$ cat src/rtl/baep_pkg.sv
package baep_pkg;

  // field widths
  localparam int COORD_BITS = 20;
  localparam int FRAC_BITS  = 16;
  localparam int TOL_BITS   = 20;
  localparam int ROOT_W     = 7;
  localparam int COUNT_W    = 2;

  // derived datapath widths
  localparam int DIFF_W = COORD_BITS + 1;
  localparam int E_W    = COORD_BITS + 2;
  localparam int DEN_W  = COORD_BITS + 3;
  localparam int PROD_W = 2 * DIFF_W;
  localparam int D_W    = PROD_W;
  localparam int DS_W   = PROD_W + 1;
  localparam int RAD_W  = D_W + 2 * FRAC_BITS;
  localparam int SQ_W   = RAD_W / 2;
  localparam int REM_W  = SQ_W + 3;
  localparam int DN_W   = DEN_W + FRAC_BITS;
  localparam int NUM_W  = DN_W + 1;
  localparam int DVS_W  = DN_W + 1;
  localparam int NQ_W   = DN_W + 9;
  localparam int QW     = ROOT_W;

  // scale of the hundredths output, doubled for half-away rounding
  localparam int PCT        = 100;
  localparam int ROUND_SCALE = 2 * PCT;

  localparam logic AXIS_Y = 1'b1;

  typedef struct packed {
    logic                         axis_select;
    logic signed [COORD_BITS-1:0] p0_x;
    logic signed [COORD_BITS-1:0] p0_y;
    logic signed [COORD_BITS-1:0] p1_x;
    logic signed [COORD_BITS-1:0] p1_y;
    logic signed [COORD_BITS-1:0] p2_x;
    logic signed [COORD_BITS-1:0] p2_y;
    logic signed [COORD_BITS-1:0] p3_x;
    logic signed [COORD_BITS-1:0] p3_y;
  } item_t;

  typedef struct packed {
    logic [COUNT_W-1:0] root_count;
    logic [ROOT_W-1:0]  first_root;
    logic [ROOT_W-1:0]  second_root;
  } result_t;

  // sideband carried alongside the square root pipeline
  typedef struct packed {
    logic                     lin;
    logic                     c1;
    logic                     c2;
    logic signed [DIFF_W-1:0] a;
    logic signed [E_W-1:0]    e;
    logic signed [DEN_W-1:0]  den;
  } sq_side_t;

  // sideband carried alongside the divider pipeline
  typedef struct packed {
    logic keep1;
    logic keep2;
  } div_side_t;

endpackage

$ cat src/rtl/baep_div.sv
module baep_div (
  input  logic                       clk,
  input  logic                       rst,
  input  logic                       en,
  input  logic                       in_valid,
  input  logic [baep_pkg::DVS_W-1:0] in_dvs,
  input  logic [baep_pkg::NQ_W-1:0]  in_n1,
  input  logic [baep_pkg::NQ_W-1:0]  in_n2,
  input  baep_pkg::div_side_t        in_side,
  output logic                       out_valid,
  output logic [baep_pkg::QW-1:0]    out_q1,
  output logic [baep_pkg::QW-1:0]    out_q2,
  output baep_pkg::div_side_t        out_side
);
  import baep_pkg::*;

  logic             vld  [QW];
  logic [NQ_W-1:0]  rem1 [QW];
  logic [NQ_W-1:0]  rem2 [QW];
  logic [QW-1:0]    q1   [QW];
  logic [QW-1:0]    q2   [QW];
  logic [DVS_W-1:0] dvs  [QW];
  div_side_t        side [QW];

  logic             src_v    [QW];
  logic [NQ_W-1:0]  src_rem1 [QW];
  logic [NQ_W-1:0]  src_rem2 [QW];
  logic [QW-1:0]    src_q1   [QW];
  logic [QW-1:0]    src_q2   [QW];
  logic [DVS_W-1:0] src_dvs  [QW];
  div_side_t        src_side [QW];

  logic [NQ_W-1:0]  nxt_rem1 [QW];
  logic [NQ_W-1:0]  nxt_rem2 [QW];
  logic [QW-1:0]    nxt_q1   [QW];
  logic [QW-1:0]    nxt_q2   [QW];

  // restoring division, one quotient bit per stage, both candidates share the divisor
  always_comb begin
    logic [NQ_W-1:0] sub;
    src_v[0]    = in_valid;
    src_rem1[0] = in_n1;
    src_rem2[0] = in_n2;
    src_q1[0]   = '0;
    src_q2[0]   = '0;
    src_dvs[0]  = in_dvs;
    src_side[0] = in_side;
    for (int k = 1; k < QW; k++) begin
      src_v[k]    = vld[k-1];
      src_rem1[k] = rem1[k-1];
      src_rem2[k] = rem2[k-1];
      src_q1[k]   = q1[k-1];
      src_q2[k]   = q2[k-1];
      src_dvs[k]  = dvs[k-1];
      src_side[k] = side[k-1];
    end
    for (int k = 0; k < QW; k++) begin
      sub = {{(NQ_W - DVS_W){1'b0}}, src_dvs[k]} << (QW - 1 - k);
      if (src_rem1[k] >= sub) begin
        nxt_rem1[k] = src_rem1[k] - sub;
        nxt_q1[k]   = {src_q1[k][QW-2:0], 1'b1};
      end else begin
        nxt_rem1[k] = src_rem1[k];
        nxt_q1[k]   = {src_q1[k][QW-2:0], 1'b0};
      end
      if (src_rem2[k] >= sub) begin
        nxt_rem2[k] = src_rem2[k] - sub;
        nxt_q2[k]   = {src_q2[k][QW-2:0], 1'b1};
      end else begin
        nxt_rem2[k] = src_rem2[k];
        nxt_q2[k]   = {src_q2[k][QW-2:0], 1'b0};
      end
    end
  end

  // valid bits
  always_ff @(posedge clk) begin
    if (rst) begin
      for (int k = 0; k < QW; k++) vld[k] <= 1'b0;
    end else if (en) begin
      for (int k = 0; k < QW; k++) vld[k] <= src_v[k];
    end
  end

  // stage payload
  always_ff @(posedge clk) begin
    if (en) begin
      for (int k = 0; k < QW; k++) begin
        rem1[k] <= nxt_rem1[k];
        rem2[k] <= nxt_rem2[k];
        q1[k]   <= nxt_q1[k];
        q2[k]   <= nxt_q2[k];
        dvs[k]  <= src_dvs[k];
        side[k] <= src_side[k];
      end
    end
  end

  assign out_valid = vld[QW-1];
  assign out_q1    = q1[QW-1];
  assign out_q2    = q2[QW-1];
  assign out_side  = side[QW-1];

endmodule

$ cat config.mk
export PLATFORM = sky130hd
export DESIGN_NAME = baep_div
export DESIGN_NICKNAME = d
export VERILOG_FILES = /design/src/rtl/baep_pkg.sv /design/src/rtl/baep_div.sv
export SDC_FILE = /design/constraint.sdc
export NUM_CORES = 2
export LEC_CHECK = 0
export BUFFER_PORTS_ARGS = -buffer_cell sky130_fd_sc_hd__clkbuf_2
export CAP_MARGIN = 20
export CORE_MARGIN = 10
export CORE_UTILIZATION = 62
export CTS_CLUSTER_SIZE = 8
export DETAILED_ROUTE_END_ITERATION = 6
export PLACE_DENSITY = 0.79
export SYNTH_ARGS = -nofsm -noshare
export SYNTH_HDL_FRONTEND = slang
export SYNTH_SLANG_ARGS = --single-unit
$ cat constraint.sdc
create_clock -name clk -period 7.5 [get_ports clk]
set_clock_uncertainty 0.2 [all_clocks]
set_input_delay 1.5 -clock clk [delete_from_list [all_inputs] [get_ports clk]]
set_output_delay 1.5 -clock clk [all_outputs]
set_load 0.005 [all_outputs]
==> Word level (Yosys, flattened, before mapping) <==
Memories as Yosys holds them, arrays and structs flattened.
Index checks and enable logic that the tools add are counted.
{ "totals": {"regBits": 0, "ram_bits": 1071, "in_bits": 142, "out_inout_bits": 17, "word_cells": 83, "n_memories": 7} }
{ "mem_list": {"columns": ["name", "words", "word_bits", "read_ports", "rd_ports_with_merged_regs", "wr", "line", "rtl"], "rows": [
  ["rem1", 7, 48, 6, 0, 7, "baep_div.sv:18", "logic [NQ_W-1:0] rem1 [QW];"],
  ["rem2", 7, 48, 6, 0, 7, "baep_div.sv:19", "logic [NQ_W-1:0] rem2 [QW];"],
  ["dvs", 7, 40, 6, 0, 7, "baep_div.sv:22", "logic [DVS_W-1:0] dvs [QW];"],
  ["q1", 7, 7, 7, 0, 7, "baep_div.sv:20", "logic [QW-1:0] q1 [QW];"],
  ["q2", 7, 7, 7, 0, 7, "baep_div.sv:21", "logic [QW-1:0] q2 [QW];"],
  ["side", 7, 2, 7, 0, 7, "baep_div.sv:23", "div_side_t side [QW];"],
  ["+1 memories", null, null, null, null, null, null, null]
]} }
{ "op_classes": {"n_addsub": 14, "n_lt_le_gt_ge": 14, "n_mux": 41, "bitwise_logic": 7} }
{ "op_table": {"columns": ["cell", "count"], "rows": [
  ["$mux W48", 14],
  ["$ge A48 B40 Y1", 2],
  ["$ge A48 B41 Y1", 2],
  ["$ge A48 B42 Y1", 2],
  ["$ge A48 B43 Y1", 2],
  ["$ge A48 B44 Y1", 2],
  ["$ge A48 B45 Y1", 2],
  ["$ge A48 B46 Y1", 2],
  ["$sub A48 B40 Y48", 2],
  ["$sub A48 B41 Y48", 2],
  ["$sub A48 B42 Y48", 2],
  ["$sub A48 B43 Y48", 2],
  ["$sub A48 B44 Y48", 2],
  ["$sub A48 B45 Y48", 2],
  ["$sub A48 B46 Y48", 2],
  ["$mux W1", 27],
  ["$or A1 B1 Y1", 7]
]} }

==> Logic depth before layout (Yosys ltp) <==
{ "depth": {"word_depth": 4, "depth_mapped": 16, "ltp_nobuf": 14} }

==> Worst setup path after synthesis <==
No wires, ideal clock.
{ "synth_timing": {"path_kind": "input-to-reg", "startpoint": "in in_n2[6] (netlist bit)", "endpoint": "mem rem2[0][21] (netlist bit), data pin", "setup_ns": 0.262, "arrival_ns": 4.247, "slack_ns": 2.791, "path_stages": 14, "n_path_buf": 1, "cell_sequence": "inv_1 ha_1 inv_1 fa_1 a21o_1 a31o_1 a21oi_1 o221ai_2 o22ai_2 o21a_1 o21ai_1 a211oi_2 buf_2 mux2_1"} }
{ "synth_rtl": {"columns": ["element", "line", "rtl"], "rows": [
  ["from (decl)", "baep_div.sv:8", "input logic [baep_pkg::NQ_W-1:0] in_n2,"],
  ["to (decl)", "baep_div.sv:19", null]
]} }

==> metrics.cfg <==
[logic_synthesis]
synth_xor_area_share_pct = 6.50
ys_ff_latch = 893
yosysTopAreaCellShare_pct = 42.8
synth_nets = 7181
synth_top_area_cell = edfxtp_1
netlist_area_um2 = 62700
synthAdderAreaFrac_pct = 11.6
syn_area_per_cell_um2 = 9.69
synth-seq-area-share_pct = 42.8
syn_inst = 6467
yosysWarnings = 0
synth_top_family_by_area = compound AO/OA/AOI/OAI gates
synth_edf_count = 893
yosys-top-cells-area = edfxtp_1 (43%), ha_1 (11%), a21oi_1 (5.8%)
synth_mux_area_share_pct = 1.48
synth_most_common_cell = edfxtp_1
synth_common_cells = edfxtp_1 (893), a21oi_1 (725), ha_1 (560)
synth_compound_area_share_pct = 20.9
synthFlopType = edfxtp_1
synth-simple-area-share_pct = 12.8
synth.distinct_cells = 99
async_reset_ff_share_pct = 0

[pwr]
leakage_nw = 28.0
pwr-share-seq_pct = 33.0
pwr-share-clk_pct = 20.5
power_mw = 25.9
p_sw_mw = 10.3
switching_share_pct = 39.6
combPwrFrac_pct = 46.5
powerDensity_nw_per_um2 = 380
peakVddDrop_uv = 187
p_int_mw = 15.7

[sta]
tightest_slew_ns = 1.11
clock.fmax_mhz = 202
max_slew_margin_pct = 24.9
slew_viol_final = 0
post-route-period-util_pct = 65.9
fin_crit_ns = 4.94
setup_viol = 0
rsz0062_at_grt = false
setup-tns-final_ns = 0
finalHoldViolations = 0

[run_status]
status = complete, but fails checks
violations = DRC

[cts]
clock_sinks = 893
cts_resized = 0
htreeDepth = 4
cts_hold_buffers = 0
cts_tree = built
postCtsSetupBuffers = 0
cts-buffers-inserted = 131
clk_pin_slew_ns = 0.05
clk_latency_ns = 0.75
cts_max_path_buffers = 3
cts_root_buf = clkbuf_16

[placement]
gp_congestion = 0.945
port_buffers = 158
dp_hpwl_um = 133000

[setup_path]
worstPathMaxFanout = 42
critPathRequiredTime_ns = 7.78
crit_path_start_kind = flip-flop
endpoint_kind = flip-flop
slowest_stage = and3_1
cp_num_buf_inv = 3
cp_common_cell = o31a_1
crit_path_cell_trace = inv_1 -> ha_1 -> nor2b_1 -> o31a_1 -> o31a_1 -> o21ai_1 -> a31oi_1 -> o21ai_0 -> and3_1 -> inv_2 -> buf_4 -> o221a_2
critPathKind = flip-flop to flip-flop
max_stage_delay_ns = 0.66
cp_top_family = compound AO/OA/AOI/OAI gates
crit_arrival_ns = 5.22

[run]
max_cap_viol_count = 0

[drt]
drt-wirelength-per-cell_um = 21.3
dr_total_vias = 49794
ant_nets = 0
drc_errors = 1
via_per_inst = 6.28
wl_um = 169000
firstDrtPassIters = 7
drt_iter0_drc = 5106

[global_routing]
grt_pass1_wl_um = 260000
grt_max_degree = 137
grt-ovfl-total = 0
grt_usage_pct = 28.9
antenna_found_initial = 0
grt_pass1_vias = 48787

[final_layout]
final_nets = 7265
drive_above_1_share_pct = 7.33
antenna_cells = 0
synthToLayoutAreaGrowth_pct = 8.89
fillers = 7808

[die]
rows = 116
die-area_um2 = 114000
io_pins = 159
die_height_um = 338
initial_core_util_pct = 62.5
die_width_um = 338
core_um2 = 100000

[hold_path]
hold_class = flip-flop to flip-flop

kinds of logic (layout without fill, tap and decap cells):
kind of cell             Yosys count  after routing
multiplexers                      83             83
AO/OA/AOI/OAI                   2111           2111
AND/OR/NAND/NOR                 1679           1679
adder cells (fa/ha/maj)          572            572
XOR/XNOR                         465            465
buffers and inverters            664            773
flip-flops                       893            893
through the flow:
stage	std cells	hold slack [ns]	setup slack (ns)	instance area [um2]	util, %
2_1_floorplan	6467	0.200	2.79	62700	-
3_3_place_gp	7775	0.200	2.19	64600	64.4
3_5_place_dp	7775	0.205	2.11	64600	64.4
4_1_cts	7933	0.199	2.73	68300	68.1
5_1_grt	7933	0.212	2.57	68300	68.1
6_report	7933	0.197	2.56	68300	68.1
cell usage in the layout (no fill, tap or decap), types with 12 or more instances in the layout:
cell type,synthesis,routed
a211o_1,17,16
a31oi_1,52,52
o21ai_0,489,489
and2_1,42,42
nor4b_1,15,15
o21bai_1,89,89
nor3_1,66,66
nor2b_1,56,56
or2_2,18,18
o21a_1,59,59
a221oi_1,17,17
nor4_1,32,32
xor2_1,205,205
o21ai_1,19,19
or3_1,27,27
ha_1,560,560
fa_1,12,12
o211ai_1,31,31
nand3b_1,17,17
o221ai_1,14,13
o31a_1,20,19
a2111oi_0,12,12
a21oi_1,725,724
o31ai_1,55,55
nand2_1,528,528
and3_1,48,47
nand4_1,125,125
clkbuf_16,0,134
mux2_2,73,73
edfxtp_1,893,893
a211oi_1,50,50
xnor2_1,260,260
nor2_1,460,459
a21boi_0,15,15
clkbuf_2,2,157
a21o_1,311,311
nand2b_1,63,63
buf_4,0,22
inv_1,425,424
nand3_1,127,127
flip-flops by register name, indices dropped and copies added, names as in the netlist:
name and flops:
q2 28, rem2 288, side 14, rem1 288, q1 28, vld 7, dvs 240
layout make-up:
| type | instances | area, um2 | area share (%) |
|---|---|---|---|
| Tap cell | 1357 | 1700 | 2.49 |
| Inverter | 427 | 1600 | 2.35 |
| Clock buffer | 142 | 3380 | 4.96 |
| Timing Repair Buffer | 188 | 1130 | 1.65 |
| Clock inverter | 16 | 253 | 0.370 |
| Multi-Input combinational cell | 4910 | 33400 | 48.9 |
| Sequential cell | 893 | 26800 | 39.3 |
power by group through the flow:
stage | clock network (mW) | logic [mW] | registers (mW)
after floorplan | 0 | 8.93 | 8.09
after global placement | 0 | 11.6 | 8.54
after detailed placement | 0 | 11.7 | 8.58
after CTS | 5.42 | 11.8 | 8.50
after global routing | 5.60 | 13.3 | 8.65
final | 5.32 | 12.1 | 8.55
worst paths after layout:
| kind | endpoint | start | cells after the start | slack, ns |
|---|---|---|---|---|
| hold / removal | side[6][1] | side[5][1] | 0 | 0.20 |
| setup reg to reg | rem2[3][34] | dvs[2][1] | 12 | 2.56 |
| setup / recovery | rem2[3][34] | dvs[2][1] | 12 | 2.56 |
| hold reg to reg | side[6][1] | side[5][1] | 0 | 0.20 |
routing by layer:
layer | part of all wire (%) | track usage [%]
met5 | 0 | 0
met4 | 5.4 | 14.9
met3 | 6.0 | 4.10
met2 | 46 | 47.7
met1 | 43 | 36.7
Power figures use the tool's default switching activity.
